[src/hw/rtl/comb_allpass_stereo_reverb_defines.svh]
// Assertion macros for the reverb RTL.
`ifndef COMB_ALLPASS_STEREO_REVERB_DEFINES_SVH
`define COMB_ALLPASS_STEREO_REVERB_DEFINES_SVH

`ifndef SYNTHESIS
// Same-cycle implication, checked outside reset.
`define CASR_ASSERT_IMP(lbl, clk, rst_n, ante, cons, msg) \
  lbl: assert property (@(posedge clk) disable iff (!rst_n) (ante) |-> (cons)) \
    else $error(msg);
// Next-cycle implication, checked outside reset.
`define CASR_ASSERT_NXT(lbl, clk, rst_n, ante, cons, msg) \
  lbl: assert property (@(posedge clk) disable iff (!rst_n) (ante) |=> (cons)) \
    else $error(msg);
`else
`define CASR_ASSERT_IMP(lbl, clk, rst_n, ante, cons, msg)
`define CASR_ASSERT_NXT(lbl, clk, rst_n, ante, cons, msg)
`endif

`endif

[src/hw/rtl/casr_pkg.sv]
package casr_pkg;

  localparam int NUM_COMBS            = 8;
  localparam int NUM_ALLPASS          = 4;
  localparam int MAX_COMB_LEN_DEF     = 4096;
  localparam int MAX_ALLPASS_LEN_DEF  = 1024;
  localparam int MAX_PREDELAY_LEN_DEF = 8192;
  localparam int SAMPLE_BITS          = 16;
  localparam int WORD_BITS            = 24;
  localparam int MIN_LINE_LEN         = 10;
  localparam int AP_GAIN              = 22938;
  localparam int FB_RESET             = -31785;

  // Channel gain is Q2.12 and the comb sum is divided by the comb count.
  localparam int OUT_SHIFT = 12 + $clog2(NUM_COMBS);

  localparam int CLINES  = 2 * NUM_COMBS;
  localparam int ALINES  = 2 * NUM_ALLPASS;
  localparam int CLINE_W = $clog2(CLINES);
  localparam int ALINE_W = $clog2(ALINES);
  localparam int JW      = ($clog2(NUM_COMBS) > $clog2(NUM_ALLPASS)) ?
                           $clog2(NUM_COMBS) : $clog2(NUM_ALLPASS);
  localparam int SUMW    = WORD_BITS + $clog2(NUM_COMBS) + 1;

  localparam int MUL_A_W = 26;
  localparam int MUL_B_W = 18;
  localparam int PROD_W  = MUL_A_W + MUL_B_W;

  localparam int CFG_ADDR_W = 3;
  localparam int CFG_DATA_W = 15;

  localparam logic [CFG_ADDR_W-1:0] REG_DAMP_COEF    = 3'd0;
  localparam logic [CFG_ADDR_W-1:0] REG_PREDELAY_LEN = 3'd1;
  localparam logic [CFG_ADDR_W-1:0] REG_PREDELAY_FB  = 3'd2;
  localparam logic [CFG_ADDR_W-1:0] REG_LEFT_GAIN    = 3'd3;
  localparam logic [CFG_ADDR_W-1:0] REG_RIGHT_GAIN   = 3'd4;

  typedef enum logic [1:0] {
    CMD_SAMPLE    = 2'd0,
    CMD_LOAD_COMB = 2'd1,
    CMD_LOAD_AP   = 2'd2,
    CMD_CLEAR     = 2'd3
  } cmd_t;

  typedef enum logic [4:0] {
    ST_CLR_ALL, ST_CLR_PD, ST_IDLE,
    ST_PD_RD, ST_PD_MUL, ST_PD_WR,
    ST_C_RD, ST_C_M1, ST_C_M2, ST_C_M3, ST_C_F, ST_C_WR,
    ST_SUM_SAT,
    ST_A_RD, ST_A_M1, ST_A_S, ST_A_M2, ST_A_SUM,
    ST_O_MUL, ST_O_RES, ST_EMIT
  } state_t;

  typedef enum logic [4:0] {
    OP_NONE, OP_CLR_ALL, OP_CLR_PD, OP_LATCH, OP_LOAD_COMB, OP_LOAD_AP,
    OP_PD_RD, OP_PD_MUL, OP_PD_WR,
    OP_C_RD, OP_C_M1, OP_C_M2, OP_C_M3, OP_C_F, OP_C_WR,
    OP_SUM_SAT,
    OP_A_RD, OP_A_M1, OP_A_S, OP_A_M2, OP_A_SUM,
    OP_O_MUL, OP_O_RES, OP_EMIT
  } op_t;

  typedef struct packed {
    op_t           op;
    logic          ch;
    logic [JW-1:0] idx;
  } dp_cmd_t;

  typedef struct packed {
    logic pd_active;
    logic pd_change;
    logic clr_last;
  } dp_stat_t;

  localparam logic signed [PROD_W-1:0] WORD_MAX_P = PROD_W'((1 << (WORD_BITS - 1)) - 1);
  localparam logic signed [PROD_W-1:0] WORD_MIN_P = PROD_W'(-(1 << (WORD_BITS - 1)));
  localparam logic signed [PROD_W-1:0] SMP_MAX_P  = PROD_W'((1 << (SAMPLE_BITS - 1)) - 1);
  localparam logic signed [PROD_W-1:0] SMP_MIN_P  = PROD_W'(-(1 << (SAMPLE_BITS - 1)));

  // Divide by 2**sh, rounding half up.
  function automatic logic signed [PROD_W-1:0] rnd_shr(input logic signed [PROD_W-1:0] p,
                                                        input int sh);
    logic signed [PROD_W-1:0] half;
    half = PROD_W'(1) <<< (sh - 1);
    return (p + half) >>> sh;
  endfunction

  function automatic logic signed [WORD_BITS-1:0] sat_word(input logic signed [PROD_W-1:0] v);
    logic signed [PROD_W-1:0] t;
    t = (v > WORD_MAX_P) ? WORD_MAX_P : ((v < WORD_MIN_P) ? WORD_MIN_P : v);
    return t[WORD_BITS-1:0];
  endfunction

  function automatic logic signed [SAMPLE_BITS-1:0] sat_sample(
      input logic signed [PROD_W-1:0] v);
    logic signed [PROD_W-1:0] t;
    t = (v > SMP_MAX_P) ? SMP_MAX_P : ((v < SMP_MIN_P) ? SMP_MIN_P : v);
    return t[SAMPLE_BITS-1:0];
  endfunction

endpackage

[src/hw/rtl/casr_ctrl.sv]
module casr_ctrl
  import casr_pkg::*;
(
  input  logic     clk,
  input  logic     rst_n,
  input  logic     in_tvalid,
  input  cmd_t     in_cmd,
  output logic     in_tready,
  output logic     out_tvalid,
  input  logic     out_tready,
  output dp_cmd_t  dp_cmd,
  input  dp_stat_t dp_stat
);

  localparam logic [JW-1:0] LAST_COMB = JW'(NUM_COMBS - 1);
  localparam logic [JW-1:0] LAST_AP   = JW'(NUM_ALLPASS - 1);

  state_t        state_r, state_nxt;
  logic          ch_r, ch_nxt;
  logic [JW-1:0] idx_r, idx_nxt;
  logic          out_valid_r, out_valid_nxt;
  logic          slot_free;

  assign slot_free = !out_valid_r || out_tready;

  always_ff @(posedge clk) begin
    if (!rst_n) begin
      state_r     <= ST_CLR_ALL;
      ch_r        <= 1'b0;
      idx_r       <= '0;
      out_valid_r <= 1'b0;
    end else begin
      state_r     <= state_nxt;
      ch_r        <= ch_nxt;
      idx_r       <= idx_nxt;
      out_valid_r <= out_valid_nxt;
    end
  end

  // Next state.
  always_comb begin
    state_nxt = state_r;
    ch_nxt    = ch_r;
    idx_nxt   = idx_r;
    case (state_r)
      ST_CLR_ALL, ST_CLR_PD: begin
        if (dp_stat.clr_last) state_nxt = ST_IDLE;
      end
      ST_IDLE: begin
        ch_nxt  = 1'b0;
        idx_nxt = '0;
        if (dp_stat.pd_change) begin
          state_nxt = ST_CLR_PD;
        end else if (in_tvalid) begin
          case (in_cmd)
            CMD_SAMPLE: state_nxt = ST_PD_RD;
            CMD_CLEAR:  state_nxt = ST_CLR_ALL;
            default:    state_nxt = ST_IDLE;
          endcase
        end
      end
      ST_PD_RD:   state_nxt = dp_stat.pd_active ? ST_PD_MUL : ST_C_RD;
      ST_PD_MUL:  state_nxt = ST_PD_WR;
      ST_PD_WR:   state_nxt = ST_C_RD;
      ST_C_RD:    state_nxt = ST_C_M1;
      ST_C_M1:    state_nxt = ST_C_M2;
      ST_C_M2:    state_nxt = ST_C_M3;
      ST_C_M3:    state_nxt = ST_C_F;
      ST_C_F:     state_nxt = ST_C_WR;
      ST_C_WR: begin
        if (idx_r == LAST_COMB) begin
          idx_nxt   = '0;
          state_nxt = ST_SUM_SAT;
        end else begin
          idx_nxt   = idx_r + 1'b1;
          state_nxt = ST_C_RD;
        end
      end
      ST_SUM_SAT: state_nxt = ST_A_RD;
      ST_A_RD:    state_nxt = ST_A_M1;
      ST_A_M1:    state_nxt = ST_A_S;
      ST_A_S:     state_nxt = ST_A_M2;
      ST_A_M2:    state_nxt = ST_A_SUM;
      ST_A_SUM: begin
        if (idx_r == LAST_AP) begin
          idx_nxt   = '0;
          state_nxt = ST_O_MUL;
        end else begin
          idx_nxt   = idx_r + 1'b1;
          state_nxt = ST_A_RD;
        end
      end
      ST_O_MUL:   state_nxt = ST_O_RES;
      ST_O_RES: begin
        if (ch_r) begin
          state_nxt = ST_EMIT;
        end else begin
          ch_nxt    = 1'b1;
          state_nxt = ST_C_RD;
        end
      end
      ST_EMIT: begin
        if (slot_free) state_nxt = ST_IDLE;
      end
      default: state_nxt = ST_CLR_ALL;
    endcase
  end

  // Outputs.
  always_comb begin
    dp_cmd.op  = OP_NONE;
    dp_cmd.ch  = ch_r;
    dp_cmd.idx = idx_r;
    in_tready  = 1'b0;
    case (state_r)
      ST_CLR_ALL: dp_cmd.op = OP_CLR_ALL;
      ST_CLR_PD:  dp_cmd.op = OP_CLR_PD;
      ST_IDLE: begin
        in_tready = !dp_stat.pd_change;
        if (in_tvalid && !dp_stat.pd_change) begin
          case (in_cmd)
            CMD_SAMPLE:    dp_cmd.op = OP_LATCH;
            CMD_LOAD_COMB: dp_cmd.op = OP_LOAD_COMB;
            CMD_LOAD_AP:   dp_cmd.op = OP_LOAD_AP;
            default:       dp_cmd.op = OP_NONE;
          endcase
        end
      end
      ST_PD_RD:   dp_cmd.op = OP_PD_RD;
      ST_PD_MUL:  dp_cmd.op = OP_PD_MUL;
      ST_PD_WR:   dp_cmd.op = OP_PD_WR;
      ST_C_RD:    dp_cmd.op = OP_C_RD;
      ST_C_M1:    dp_cmd.op = OP_C_M1;
      ST_C_M2:    dp_cmd.op = OP_C_M2;
      ST_C_M3:    dp_cmd.op = OP_C_M3;
      ST_C_F:     dp_cmd.op = OP_C_F;
      ST_C_WR:    dp_cmd.op = OP_C_WR;
      ST_SUM_SAT: dp_cmd.op = OP_SUM_SAT;
      ST_A_RD:    dp_cmd.op = OP_A_RD;
      ST_A_M1:    dp_cmd.op = OP_A_M1;
      ST_A_S:     dp_cmd.op = OP_A_S;
      ST_A_M2:    dp_cmd.op = OP_A_M2;
      ST_A_SUM:   dp_cmd.op = OP_A_SUM;
      ST_O_MUL:   dp_cmd.op = OP_O_MUL;
      ST_O_RES:   dp_cmd.op = OP_O_RES;
      ST_EMIT:    dp_cmd.op = slot_free ? OP_EMIT : OP_NONE;
      default:    dp_cmd.op = OP_NONE;
    endcase
  end

  always_comb begin
    if (state_r == ST_EMIT && slot_free) begin
      out_valid_nxt = 1'b1;
    end else if (out_tready) begin
      out_valid_nxt = 1'b0;
    end else begin
      out_valid_nxt = out_valid_r;
    end
  end

  assign out_tvalid = out_valid_r;

endmodule

[config.mk]
export PLATFORM = sky130hd
export DESIGN_NAME = casr_ctrl
export DESIGN_NICKNAME = d
export VERILOG_FILES = /design/src/hw/rtl/comb_allpass_stereo_reverb_defines.svh /design/src/hw/rtl/casr_pkg.sv /design/src/hw/rtl/casr_ctrl.sv
export SDC_FILE = /design/constraint.sdc
export NUM_CORES = 1
export LEC_CHECK = 0
export BUFFER_PORTS_ARGS = -buffer_cell sky130_fd_sc_hd__buf_2
export CORE_MARGIN = 2
export CORE_UTILIZATION = 28
export DETAILED_ROUTE_END_ITERATION = 7
export GPL_ROUTABILITY_DRIVEN = 0
export PLACE_DENSITY = 0.49
export SYNTH_ARGS = -nofsm -noshare
export SYNTH_HDL_FRONTEND = slang
export SYNTH_SLANG_ARGS = --single-unit
[constraint.sdc]
create_clock -name clk -period 4.8 [get_ports clk]
set_input_delay 0.48 -clock clk [delete_from_list [all_inputs] [get_ports clk]]
set_output_delay 0.48 -clock clk [all_outputs]
set_load 0.02 [all_outputs]
==> flow_summary.ini <==
[routing]
route.detailed.vias_per_inst = 5.59
vias = 1202
pre_antenna_drt_iters = 4
drt_drc_violations_left = 0
detail-route-antenna-nets = 0
postRouteWirelength_um = 3080
route.detailed.wl_per_inst_um = 14.3
drt-initial-drc-count = 39

[die]
initial_utilization = 0.288
dieArea_mm2 = 0.00458
ios = 20
floorplan.rows = 23
floorplan.die.height_um = 67.7
core-area_mm2 = 0.00394
die-width_um = 67.7

[yosys]
seq_area_frac_synth = 0.176
synth.net_count = 171
asyncSetResetFlopFracSynth = 0
top_cell_type_by_total_area_after_synthesis = sky130_fd_sc_hd__dfxtp_1
synth.lib_cells_used.distinct = 50
netlist_instances = 155
yosys-mux-area-fraction = 0.00881
xor_xnor_portion_of_the_synthesized_cell_area = 0.00771
main_combinational_cell_family_by_area_after_synthesis = compound AO/OA/AOI/OAI gates
synthTopCellsByCount = sky130_fd_sc_hd__o21ai_0 (15), sky130_fd_sc_hd__a21oi_1 (11), sky130_fd_sc_hd__dfxtp_1 (10), sky130_fd_sc_hd__inv_1 (9), sky130_fd_sc_hd__nand2_1 (9)
mapped_cell_area_mm2 = 0.00114
synth.ff_latch_count = 10
ys_warn_count = 0
synth-simple-area-share = 0.278
most_common_cell_in_the_netlist = sky130_fd_sc_hd__o21ai_0
synth-compound-area-share = 0.344
number_of_enable_type_register_cells_in_the_synthesized_netlist = 0
synth-adder-area-share = 0.0771
syn_area_per_cell_um2 = 7.33
yosys.area.top_type_share = 0.176
top_cells_by_area_synth = sky130_fd_sc_hd__dfxtp_1 (18%), sky130_fd_sc_hd__ha_1 (7.7%), sky130_fd_sc_hd__o21ai_0 (6.6%)
ys_dominant_reg_cell = sky130_fd_sc_hd__dfxtp_1

[cells_and_area]
post_route_cells_drive_above_1_share = 0.194
area_growth_synth_to_finish_pct = 12.1
final_nets = 182
final_util = 0.323
fillCellCount = 418
insertedDiodeCount = 0

[critical_path]
worst_endpoint_required_time_ns = 4.32
critPathCaptureType = primary output
ff_to_ff_path_depth = 5
r2r_slack_ns = 2.68
timing.rr.end = state_r[1]
start_kind = flop
timing_worst_setup_path_type = flop to primary output
critPathMaxFanout = 22
r2r_start = state_r[1]
cp.arrival_ns = 2.17

[sta]
finalSetupTns_ns = 0
timing_worst_slew_pin_value_ns = 0.783
slew_headroom = 0.477
grt_setup_unrepaired = false
clock.fmax_ghz = 0.377
setup_viol = 0
postLayoutSetupSlackWorst_ns = 2.15
final_hold_viol_count = 0
final_period_minus_worst_setup_slack_ns = 2.65
final_number_of_max_transition_violations = 0
min_period_over_period = 0.552
fin_skew_ns = 0.00248

[pwr]
power.combinational.fraction = 0.313
power.internal_mw = 0.196
power_share_of_the_sequential_group = 0.340
leakage_nw = 0.484
clkPwrFrac = 0.347
power_mw = 0.295
sw_frac_of_total = 0.335
irDropWorstVdd_v = 0.000189
powerDensity_mw_per_mm2 = 232
power_switching_mw = 0.0989

[cts]
worst_setup_hold_path_clk_slew_ns = 0.05
cts_repair_resize_count = 0
ctsRootBufferMaster = sky130_fd_sc_hd__clkbuf_8
clk-insertion-delay-late_ns = 0.23
postCtsSetupBuffers = 0
ctsHoldBuffers = 0
clock-sinks = 10
clock_buffers_created_by_tritoncts = 3
cts_tree = done
cts.path.max_buffers = 2
cts_htree_levels = 1

[grt]
antenna_found_initial = 0
first_pass_grt_wire_length_um = 5000
global_route.usage.total = 0.141
maximum_number_of_pins_on_one_net_before_global_route_repair = 34
grt_pass1_vias = 1080
overflow = 0

[placement]
numPortBuffers = 19
detailed_place_hpwl_um = 2240
preCtsSetupSlack_ns = 2.43

[worst_hold_path]
min_from = state_r[0]
whs_path_depth = 2
min_path_type = flop to flop
hold-path-endpoint = state_r[0]

[job]
cap_violations = 0

[outcome]
outcome = finished clean
## how the worst max path moves through the flow
| stage | start | to | slack [ns] | cells past startpoint |
|---|---|---|---|---|
| floorplan | state_r[1] | dp_cmd[4] | 2.70 | 5 |
| global placement | state_r[4] | dp_cmd[5] | 2.48 | 6 |
| detailed placement | state_r[4] | dp_cmd[5] | 2.43 | 6 |
| CTS | state_r[4] | dp_cmd[5] | 2.18 | 6 |
| global route | state_r[4] | dp_cmd[5] | 1.90 | 6 |
| finish | state_r[4] | dp_cmd[5] | 2.15 | 6 |
## critical path, stage by stage (launching register included)
cell	delay (ns)
sky130_fd_sc_hd__dfxtp_1	0.82
sky130_fd_sc_hd__or2_1	0.40
sky130_fd_sc_hd__o21ai_0	0.16
sky130_fd_sc_hd__a211oi_1	0.25
sky130_fd_sc_hd__a31oi_1	0.07
sky130_fd_sc_hd__nand2_1	0.08
sky130_fd_sc_hd__buf_2	0.15
## power by group through the flow
stage	Combinational (mW)	Clock [mW]	Sequential [mW]
2_1_floorplan	0.0817	0	0.0897
3_3_place_gp	0.0913	0	0.101
3_5_place_dp	0.0916	0	0.101
4_1_cts	0.0924	0.105	0.0997
5_1_grt	0.102	0.111	0.102
6_report	0.0924	0.103	0.100
## flip-flops by register name, summed over array words and instances, names as in the netlist
register,count
idx_r,3
out_tvalid,1
ch_r,1
state_r,5
## cells in the final DEF, fill, tap and decap left out, types with 3 or more instances in the layout
| master | netlist | final |
|---|---|---|
| sky130_fd_sc_hd__nand2_1 | 9 | 9 |
| sky130_fd_sc_hd__nor2_1 | 6 | 6 |
| sky130_fd_sc_hd__a31oi_1 | 6 | 6 |
| sky130_fd_sc_hd__nand2b_1 | 5 | 5 |
| sky130_fd_sc_hd__nor3_1 | 6 | 6 |
| sky130_fd_sc_hd__nand3_1 | 5 | 5 |
| sky130_fd_sc_hd__ha_1 | 7 | 7 |
| sky130_fd_sc_hd__a21oi_1 | 11 | 11 |
| sky130_fd_sc_hd__inv_1 | 9 | 9 |
| sky130_fd_sc_hd__a211oi_1 | 3 | 3 |
| sky130_fd_sc_hd__clkbuf_8 | 0 | 4 |
| sky130_fd_sc_hd__nor2b_1 | 6 | 6 |
| sky130_fd_sc_hd__o21ai_0 | 15 | 15 |
| sky130_fd_sc_hd__buf_2 | 6 | 19 |
| sky130_fd_sc_hd__nor4_1 | 4 | 4 |
| sky130_fd_sc_hd__dfxtp_1 | 10 | 10 |
## per-layer routing
metal | vias to the layer above | global-route usage | part of all wire
li1 | 598 | - | -
met1 | 567 | 0.183 | 0.47
met2 | 33 | 0.240 | 0.47
met3 | 4 | 0.0233 | 0.050
met4 | 0 | 0.0332 | 0.0081
met5 | - | 0 | 0
## cell families after synthesis
group	Yosys count
compound gates	58
xor+xnor	1
fa+ha+maj	7
buf+inv	25
flops	10
mux	1
simple gates	53
## through the flow
step / hold WS (ns) / area, um^2 / cells
2_1_floorplan: 0.515 / 1140 / 155
3_3_place_gp: 0.459 / 1220 / 211
3_5_place_dp: 0.474 / 1220 / 211
4_1_cts: 0.482 / 1270 / 215
5_1_grt: 0.517 / 1270 / 215
6_report: 0.477 / 1270 / 215
## cell type report
cell class / instances / area, um^2 / area share
Inverter: 11 / 41.3 / 0.0324
Timing Repair Buffer: 20 / 103 / 0.0805
Sequential cell: 10 / 200 / 0.157
Tap cell: 50 / 62.6 / 0.0491
Multi-Input combinational cell: 120 / 812 / 0.638
Clock buffer: 4 / 55.1 / 0.0432
No activity file was read; power rests on OpenSTA's default activity.
